===== src/rtl/iss_pkg.sv =====
// shared types and constants for the indexed sequence store
// no dependencies; used by every module of the block
`default_nettype none

package iss_pkg;

	localparam int DEPTH     = 64;
	localparam int IDX_W     = $clog2(DEPTH);
	localparam int CNT_W     = $clog2(DEPTH + 1);
	localparam int POS_W     = 6;
	localparam int WORD_W    = 32;
	localparam int OUT_CNT_W = 7;
	localparam int CMP_W     = (CNT_W > POS_W) ? CNT_W : POS_W;
	localparam int GRP_SZ    = 8;
	localparam int NGRP      = (DEPTH + GRP_SZ - 1) / GRP_SZ;

	typedef enum logic [2:0] {
		MODE_APPEND       = 3'd0,
		MODE_PREPEND      = 3'd1,
		MODE_INSERT_AT    = 3'd2,
		MODE_READ_AT      = 3'd3,
		MODE_DELETE_FIRST = 3'd4,
		MODE_DELETE_LAST  = 3'd5,
		MODE_DELETE_AT    = 3'd6,
		MODE_NOP          = 3'd7
	} mode_t;

	typedef enum logic [1:0] {
		ST_OK    = 2'd0,
		ST_EMPTY = 2'd1,
		ST_FULL  = 2'd2,
		ST_RANGE = 2'd3
	} status_t;

	// per-cycle command broadcast along the chain of cells
	typedef struct packed {
		logic             ins;
		logic             del;
		logic             take;
		logic [IDX_W-1:0] pos;
	} op_t;

	// bookkeeping that travels with an item to the output
	typedef struct packed {
		status_t          status;
		logic [CNT_W-1:0] count;
	} res_t;

endpackage

`default_nettype wire


===== src/rtl/iss_cell.sv =====
// one storage cell of the chain: holds a word, shifts from a neighbor
// depends on iss_pkg
`default_nettype none

module iss_cell (
	input  logic                       clk,
	input  iss_pkg::op_t               op,
	input  logic [iss_pkg::IDX_W-1:0]  index,
	input  logic [iss_pkg::WORD_W-1:0] value,
	input  logic [iss_pkg::WORD_W-1:0] left,
	input  logic [iss_pkg::WORD_W-1:0] right,
	output logic [iss_pkg::WORD_W-1:0] data,
	output logic [iss_pkg::WORD_W-1:0] take_word
);
	import iss_pkg::*;

	logic [WORD_W-1:0] data_q;
	logic              hit;

	assign hit       = (index == op.pos);
	assign data      = data_q;
	assign take_word = (op.take && hit) ? data_q : '0;

	always_ff @(posedge clk) begin
		if (op.ins && (index > op.pos)) begin
			data_q <= left;
		end else if (op.ins && hit) begin
			data_q <= value;
		end else if (op.del && (index >= op.pos)) begin
			data_q <= right;
		end
	end

endmodule

`default_nettype wire


===== config.mk =====
export PLATFORM = sky130hd
export DESIGN_NAME = iss_cell
export DESIGN_NICKNAME = d
export VERILOG_FILES = /design/src/rtl/iss_pkg.sv /design/src/rtl/iss_cell.sv
export SDC_FILE = /design/constraint.sdc
export NUM_CORES = 1
export LEC_CHECK = 0
export ABC_AREA = 1
export BUFFER_PORTS_ARGS = -buffer_cell sky130_fd_sc_hd__buf_2
export CORE_AREA = 3 3 86 88
export CTS_CLUSTER_SIZE = 25
export DETAILED_ROUTE_END_ITERATION = 10
export DIE_AREA = 0 0 89 91
export PLACE_DENSITY = 0.75
export SLEW_MARGIN = 20
export SYNTH_ARGS = -nofsm -noshare
export SYNTH_HDL_FRONTEND = slang
export SYNTH_SLANG_ARGS = --single-unit

===== constraint.sdc =====
create_clock -name clk -period 2 [get_ports clk]
set_clock_uncertainty 0.15 [all_clocks]
set_input_delay 0.2 -clock clk [delete_from_list [all_inputs] [get_ports clk]]
set_output_delay 0.2 -clock clk [all_outputs]
set_load 0.02 [all_outputs]

==> results.py <==
metrics = {
    "finish": {
        "n_antenna_cell": 0,
        "final_core_util_pct": 53.46,
        "final_cells": 605,
        "multi_input_area_um2": 1249,
        "areaGrowthSynthToFinish_pct": 47.31,
        "nNetsFinal": 643,
        "largest_reg_flops": 32,
        "ff_latch_area_um2": 960.9,
        "fillers": 656,
        "drive_gt1_share_pct": 41.52,
    },
    "power_and_ir_drop": {
        "p_seq_share_pct": 43.2,
        "vdd_drop_max_mv": 0.2170,
        "p_clk_share_pct": 21.2,
        "p_per_area_nw_per_um2": 605.0,
        "comb_power_share_pct": 35.6,
        "leakagePower_nw": 2.139,
        "swShare_pct": 34.98,
        "p_sw_uw": 760.1,
        "intPower_mw": 1.413,
    },
    "timing": {
        "finalSetupTns_ns": 0,
        "max_freq_mhz": 541.1,
        "drv_slew": 0,
        "timing.final.ws_setup_ns": 0.1520,
        "hold_viol": 0,
        "worst_pin_slew_ns": 0.3122,
        "fin_crit_ns": 1.848,
        "rsz0062_at_grt": "false",
        "setup_viol": 0,
        "fin_crit_sh_pct": 92.40,
        "worst_hold_slack_ns": 0.07816,
        "relSlewSlack_pct": 79.19,
    },
    "routing": {
        "viasPerCell": 4.765,
        "initialDrtViolationCount": 119,
        "routed_wl_mm": 7.509,
        "drtAntennaViolNets": 0,
        "first_pass_iters": 4,
        "drc_errors": 0,
        "via_count": 2883,
        "wl_per_cell_um": 12.41,
    },
    "yosys": {
        "synth.net_count": 468,
        "synth_top_cell_area_share_pct": 39.40,
        "synth_common_cells": "nand2_1 (136), inv_1 (43), nor2_1 (33)",
        "synthArstFlopShare_pct": 0,
        "synth.avg_cell_area_um2": 6.967,
        "yosys_warnings": 0,
        "synth.area.top_cells": "edfxtp_1 (39%), nand2_1 (21%), nand4_1 (8.2%)",
        "synth_cell_types": 20,
        "yosysSeqAreaShare_pct": 39.40,
        "synth_edf_count": 32,
        "synth_largest_area_cell": "edfxtp_1",
        "synth_area_um2": 2439,
        "yosysMostFrequentCell": "nand2_1",
        "synthFlopType": "edfxtp_1",
        "synth_seq_cells": 32,
        "synth_cells": 350,
    },
    "critical_path": {
        "cp_cell_sequence": "buf_2, inv_1, ha_4, nand2_4, nor3_2, nand2_1, buf_4, nor2_1, buf_2",
        "crit_path_max_incr_delay_ns": 0.28,
        "critPathLaunch": "op[5]",
        "cp-end-kind": "output pin",
        "arrival_ns": 1.50,
        "crit_type": "in2out",
        "setup.worst_path.start_class": "input port",
        "critPathSlowestCell": "ha_4",
        "crit_path_frequent_cell": "buf_2",
        "crit_fanout": 22,
        "cp.required_ns": 1.65,
    },
    "die": {
        "die_y_um": 91,
        "io-pin-count": 176,
        "coreArea_um2": 6719,
        "placementRows": 30,
        "die_area_um2": 8099,
        "start_util_pct": 36.29,
        "die_w_um": 89,
    },
    "run_status": {
        "status": "completed",
    },
    "placed_design": {
        "io_buffers": 175,
        "dp_cells": 598,
        "place_congestion": 0.9067,
        "preCtsSetupSlack_ns": 0.1049,
        "dpl.hpwl_mm": 6.142,
    },
    "clocking": {
        "clock-sinks": 32,
        "cts_tree": "yes",
        "cts_buffer_depth": 2,
        "hold_buffers": 0,
        "path_clk_slew_ns": 0.07,
        "htree_levels": 2,
        "numCtsBuffers": 5,
        "cts_resized": 0,
        "postCtsSetupBuffers": 0,
        "cts-root-buf": "clkbuf_8",
    },
    "min_path": {
        "hp-class": "in2reg",
        "whs_endpoint": "data[1]$_DFFE_PP_",
        "hold_start": "left[1]",
        "hold_depth": 3,
    },
    "grt": {
        "track_usage_pct": 17.98,
        "grt_overflow": 0,
        "grt_max_degree": 23,
        "grt_pass1_vias": 2645,
        "antenna_found_initial": 0,
        "grt_pass1_wl_mm": 11.65,
    },
    "flow_run": {
        "drv_cap": 0,
    },
}
## cells in the final DEF (no fill, tap or decap), drive strengths merged
master    instances
nand2           139
ha                6
nor2             34
edfxtp           32
buf             193
o21bai            1
clkinvlp          1
clkinv            1
inv              43
a21boi            1
clkbuf            6
nor3              1
nand3            34
a21oi             1
nand4            32
## kinds of logic after synthesis
family	Yosys count	synth area share [%]
flops	32	39.40
compound gates	3	1.283
fa+ha+maj	6	3.078
simple gates	240	43.92
buf+inv	69	12.31
## power by group through the flow
stage          combinational, mW  sequential, mW  clock (mW)
6_report                   0.773           0.939       0.461
5_1_grt                    0.861           0.952       0.502
4_1_cts                    0.779           0.941       0.473
3_5_place_dp               0.776           0.954           0
3_3_place_gp               0.762           0.951           0
2_1_floorplan              0.320            1.09           0
## area by class of cell
cell class                      count  area share (%)
Multi-Input combinational cell    249           34.76
Timing Repair Buffer              193           28.84
Sequential cell                    32           26.75
Inverter                           44           4.702
Tap cell                           80           2.786
Clock buffer                        6           2.020
Clock inverter                      1          0.1393
## routing by layer
metal	part of all wire, %	vias to the layer above	global-route usage (%)
met5	0	-	0
met4	1.4	0	6.079
met3	6.2	6	2.359
li1	-	1472	-
met1	39	1286	20.61
met2	53	119	33.29
## metrics by stage
| stage | power (mW) | instance area (um2) |
|---|---|---|
| 2_1_floorplan | 1.412 | 2514 |
| 3_3_place_gp | 1.713 | 3515 |
| 3_5_place_dp | 1.730 | 3515 |
| 4_1_cts | 2.193 | 3592 |
| 5_1_grt | 2.315 | 3592 |
| 6_report | 2.173 | 3592 |
## how the worst max path moves through the flow
stage	end	cells after the start	slack, ns
floorplan	data[0]$_DFFE_PP_	8	0.01
global placement	data[14]$_DFFE_PP_	8	0.14
detailed placement	data[13]$_DFFE_PP_	8	0.10
CTS	take_word[28]	9	0.11
global route	take_word[20]	9	0.004
finish	take_word[28]	9	0.15
## worst max-delay path, delay by kind of cell
family | cells | cell delay (ns)
adder cells (fa/ha/maj) | 1 | 0.28
AND/OR/NAND/NOR | 4 | 0.50
buffers and inverters | 4 | 0.51
(Power assumes the default switching activity.)
