--- src/rtl/iss_pkg.sv ---
// shared types and constants for the indexed sequence store
// no dependencies; used by every module of the block
`default_nettype none

package iss_pkg;

	localparam int DEPTH     = 64;
	localparam int IDX_W     = $clog2(DEPTH);
	localparam int CNT_W     = $clog2(DEPTH + 1);
	localparam int POS_W     = 6;
	localparam int WORD_W    = 32;
	localparam int OUT_CNT_W = 7;
	localparam int CMP_W     = (CNT_W > POS_W) ? CNT_W : POS_W;
	localparam int GRP_SZ    = 8;
	localparam int NGRP      = (DEPTH + GRP_SZ - 1) / GRP_SZ;

	typedef enum logic [2:0] {
		MODE_APPEND       = 3'd0,
		MODE_PREPEND      = 3'd1,
		MODE_INSERT_AT    = 3'd2,
		MODE_READ_AT      = 3'd3,
		MODE_DELETE_FIRST = 3'd4,
		MODE_DELETE_LAST  = 3'd5,
		MODE_DELETE_AT    = 3'd6,
		MODE_NOP          = 3'd7
	} mode_t;

	typedef enum logic [1:0] {
		ST_OK    = 2'd0,
		ST_EMPTY = 2'd1,
		ST_FULL  = 2'd2,
		ST_RANGE = 2'd3
	} status_t;

	// per-cycle command broadcast along the chain of cells
	typedef struct packed {
		logic             ins;
		logic             del;
		logic             take;
		logic [IDX_W-1:0] pos;
	} op_t;

	// bookkeeping that travels with an item to the output
	typedef struct packed {
		status_t          status;
		logic [CNT_W-1:0] count;
	} res_t;

endpackage

`default_nettype wire

--- src/rtl/iss_ctrl.sv ---
// request decoder and word count: resolves the effective position and status
// depends on iss_pkg
`default_nettype none

module iss_ctrl (
	input  logic                      clk,
	input  logic                      arst_n,
	input  logic                      accept,
	input  logic [2:0]                mode,
	input  logic [iss_pkg::POS_W-1:0] position,
	output iss_pkg::op_t              op,
	output iss_pkg::res_t             res
);
	import iss_pkg::*;

	logic [CNT_W-1:0] count_q;
	logic [CNT_W-1:0] count_d;
	logic             full;
	logic             empty;
	logic [CMP_W-1:0] pos_c;
	logic [CMP_W-1:0] cnt_c;
	logic [CMP_W-1:0] last_c;
	logic [IDX_W-1:0] last_idx;
	mode_t            m;

	assign m        = mode_t'(mode);
	assign full     = (count_q == CNT_W'(DEPTH));
	assign empty    = (count_q == '0);
	assign pos_c    = CMP_W'(position);
	assign cnt_c    = CMP_W'(count_q);
	assign last_c   = CMP_W'(count_q - CNT_W'(1));
	assign last_idx = IDX_W'(count_q - CNT_W'(1));

	always_comb begin
		op         = '0;
		res.status = ST_OK;
		count_d    = count_q;
		case (m)
			MODE_APPEND, MODE_PREPEND, MODE_INSERT_AT: begin
				if (full) begin
					res.status = ST_FULL;
				end else begin
					op.ins  = accept;
					count_d = count_q + CNT_W'(1);
					if (m == MODE_PREPEND || (m == MODE_INSERT_AT && position == '0)) begin
						op.pos = '0;
					end else if (m == MODE_APPEND || pos_c >= cnt_c) begin
						op.pos = IDX_W'(count_q);
					end else begin
						op.pos = IDX_W'(position);
					end
				end
			end
			MODE_READ_AT: begin
				if (pos_c >= cnt_c) begin
					res.status = ST_RANGE;
				end else begin
					op.take = accept;
					op.pos  = IDX_W'(position);
				end
			end
			MODE_DELETE_FIRST, MODE_DELETE_LAST, MODE_DELETE_AT: begin
				if (empty) begin
					res.status = ST_EMPTY;
				end else begin
					op.del  = accept;
					op.take = accept;
					count_d = count_q - CNT_W'(1);
					if (m == MODE_DELETE_FIRST || (m == MODE_DELETE_AT && position == '0)) begin
						op.pos = '0;
					end else if (m == MODE_DELETE_LAST || pos_c >= last_c) begin
						op.pos = last_idx;
					end else begin
						op.pos = IDX_W'(position);
					end
				end
			end
			default: begin
				res.status = ST_OK;
			end
		endcase
		res.count = count_d;
	end

	always_ff @(posedge clk or negedge arst_n) begin
		if (!arst_n) begin
			count_q <= '0;
		end else if (accept) begin
			count_q <= count_d;
		end
	end

endmodule

`default_nettype wire

--- config.mk ---
export PLATFORM = sky130hd
export DESIGN_NAME = iss_ctrl
export DESIGN_NICKNAME = d
export VERILOG_FILES = /design/src/rtl/iss_pkg.sv /design/src/rtl/iss_ctrl.sv
export SDC_FILE = /design/constraint.sdc
export NUM_CORES = 1
export LEC_CHECK = 0
export CORE_MARGIN = 2
export CORE_UTILIZATION = 56
export DETAILED_ROUTE_END_ITERATION = 10
export DONT_BUFFER_PORTS = 1
export PLACE_DENSITY = 0.8
export SETUP_SLACK_MARGIN = 0.05
export SLEW_MARGIN = 40
export SYNTH_ARGS = -nofsm -noshare
export SYNTH_HDL_FRONTEND = slang
export SYNTH_SLANG_ARGS = --single-unit
--- constraint.sdc ---
create_clock -name clk -period 3.45 [get_ports clk]
set_input_delay 0.345 -clock clk [delete_from_list [all_inputs] [get_ports clk]]
set_output_delay 0.345 -clock clk [all_outputs]
set_load 0.02 [all_outputs]
==> metrics.yaml <==
cap_violations: 0
synthesis.area_um2: 1220
fin_worst_skew_ns: 0.0108
rsz0062_at_grt: "no"
yosysWarnings: 0
clockPowerShare_pct: 7.0
ir_drop_mv: 0.442
drc: 0
rows: 16
min_to: "cnt_c[0]$_DFFE_PN0P_"
stdcell_count: 181
pin_count: 30
synth.avg_cell_area_um2: 7.85
wl_per_cell_um: 18.6
hold_class: "in -> reg"
io_buffers: 0
min_period_over_period_pct: 94.3
dp_hpwl_um: 2620
r2r_cells: 6
start_kind: "register"
finalWeightedCongestion: 0.900
outcome: "finished, final reports clean"
ys_top_cells_by_area: "ha_1, dfrtp_1, a221o_1"
root_buffer: "clkbuf_4"
power_frac_seq_pct: 18.7
drv_slew: 0
post-route-min-period_ns: 3.25
antenna_found_initial: 0
async_flop_share_pct: 100
crit_chain: "buf_4 -> nor3_1 -> nand3_1 -> xnor2_1 -> ha_1 -> nand3_1 -> o21ai_1 -> o21ai_0 -> a32o_2 -> a221o_1"
core-area_um2: 2000
die_x_um: 50.6
slowest_stage: "dfrtp_2"
h-tree-depth: 1
p_per_area_nw_per_um2: 901
route.antenna.remaining_nets: 0
reg2reg_slack_ns: 1.08
yosysSeqAreaShare_pct: 14.4
swShare_pct: 56.0
cp.required_ns: 3.11
fin_tns_setup_ns: 0
viasPerCell: 6.89
first_iter_violations: 47
comb_power_share_pct: 74.3
largest_reg_flops: 7
relSlewSlack_pct: 57.5
fp.dieH_um: 50.6
crit_type: "reg -> out"
clock_path_buffers: 2
worst_pin_slew_ns: 0.632
synth_edf_count: 0
die-area_um2: 2560
antennaDiodeCount: 0
numCtsBuffers: 3
wl_um: 3360
cp.arrival_ns: 2.91
numClockSinks: 7
groute.usage.overall_pct: 28.2
max_freq_mhz: 307
ys_seq_elements: 7
grt_overflow: 0
grt_pass1_wl_um: 5610
syn2layout_area_growth_pct: 5.56
setup_viol: 0
power.total_mw: 1.16
clk_pin_slew_ns: 0.06
p_int_uw: 509
grt_max_degree: 17
nets: 182
clk_latency_ns: 0.27
worstHoldStart: "accept"
synth_area_leader_cell: "ha_1"
max_stage_delay_ns: 0.45
vias: 1247
grt_pass1_vias: 1219
drtPass1Iterations: 4
hold_depth: 2
netlist_instances: 155
synth_top_cell_area_share_pct: 15.4
synthFlopType: "dfrtp_1"
power.leakage_nw: 0.570
cp_max_fo: 6
final_layout_size_suffix_gt1_share_pct: 14.3
timing.rr.start: "cnt_c[2]$_DFFE_PN0P_"
dp_cells: 175
start_util_pct: 60.7
ys_types: 46
synth_nets: 182
crit_top_cell: "nand3_1"
cts_tree: "built"
worst_setup_path_end_kind: "primary output"
r2r_end: "cnt_c[3]$_DFFE_PN0P_"
power_switching_uw: 648
hold_viol: 0
[power groups by stage]
stage | Sequential, mW | Combinational, mW | Clock [mW]
finish | 0.217 | 0.860 | 0.0805
CTS | 0.213 | 0.815 | 0.0813
floorplan | 0.152 | 0.721 | 0
global placement | 0.209 | 0.772 | 0
global route | 0.224 | 0.944 | 0.0847
detailed placement | 0.212 | 0.802 | 0
[how the worst max path moves through the flow]
stage / endpoint / cells past startpoint / from / slack, ns
floorplan: op[2] / 12 / cnt_c[0]$_DFFE_PN0P_ / 0.55
global placement: op[0] / 12 / cnt_c[0]$_DFFE_PN0P_ / 0.32
detailed placement: op[0] / 12 / cnt_c[0]$_DFFE_PN0P_ / 0.19
CTS: op[1] / 12 / cnt_c[0]$_DFFE_PN0P_ / 0.09
global route: op[1] / 12 / cnt_c[0]$_DFFE_PN0P_ / 0.05
finish: op[0] / 10 / cnt_c[0]$_DFFE_PN0P_ / 0.20
[what timing repair did]
action / CTS / global route
endpoints found under the setup margin: 6 / 6
setup buffers: 0 / 1
gates cloned: 0 / 0
hold buffers: 1 / 0
hold endpoints to repair: 7 / 0
gates resized for setup: 4 / 6
pin swaps: 5 / 1
[cells by family (layout without fill, tap and decap cells)]
logic type / Yosys count / after routing / synth area share (%)
flops: 7 / 7 / 14.4
mux: 4 / 4 / 4.32
simple gates: 59 / 59 / 28.2
xor+xnor: 7 / 7 / 5.04
compound gates: 46 / 46 / 26.5
buf+inv: 17 / 16 / 6.07
fa+ha+maj: 15 / 15 / 15.4
[through the flow]
stage / hold slack (ns) / instance area, um2 / util, % / setup WS [ns]
3_3_place_gp: 0.0496 / 1220 / 60.8 / 0.320
5_1_grt: 0.232 / 1280 / 64.1 / 0.0548
6_report: 0.228 / 1280 / 64.1 / 0.198
3_5_place_dp: 0.0496 / 1220 / 60.8 / 0.188
2_1_floorplan: 0.0494 / 1220 / - / 0.554
4_1_cts: 0.229 / 1260 / 62.9 / 0.0863
[routing by layer]
metal / track usage [%] / routed length, um / part of all wire, % / up-vias
met5: 0 / 0 / 0 / -
met4: 7.21 / 25 / 0.74 / 0
met3: 8.04 / 337 / 10 / 5
met2: 46.9 / 1590 / 47 / 77
met1: 35.7 / 1410 / 42 / 580
li1: - / - / - / 585
[cells in the mapped netlist (4+ instances only)]
library cell and count:
nor2_1 16, ha_1 15, a21oi_1 10, inv_1 9, nand2_1 9, a221o_1 8, dfrtp_1 7, nand3_1 5
xnor2_1 5, a21o_1 4, and3_1 4, clkbuf_1 4, o21ai_0 4, o22ai_1 4
[worst max-delay path: cells and delay by family (launching register included)]
kind	cells	cell delay [ns]
AOI/OAI and AO/OA	4	0.99
and+or+nand+nor	3	0.51
DFF	1	0.45
adders and majority gates	1	0.33
xor gates and xnor gates	1	0.19
buffers and inverters	1	0.16
[cell usage in the layout, fill, tap and decap left out, drive strengths merged, types with 5 or more instances in the layout]
| cell | n |
|---|---|
| nor2 | 16 |
| nand2 | 9 |
| xnor2 | 5 |
| ha | 15 |
| o21ai | 7 |
| a221o | 8 |
| inv | 9 |
| and3 | 5 |
| dfrtp | 7 |
| nand3 | 5 |
| a21oi | 10 |
[final cells by class]
class	count	area, um2
tap	27	33.8
sequential	7	176
fill	184	718
clock buffer	4	26.3
multi-input combinational	131	986
timing repair buffer	3	25.0
inverter	9	36.3
(Power assumes the default switching activity.)
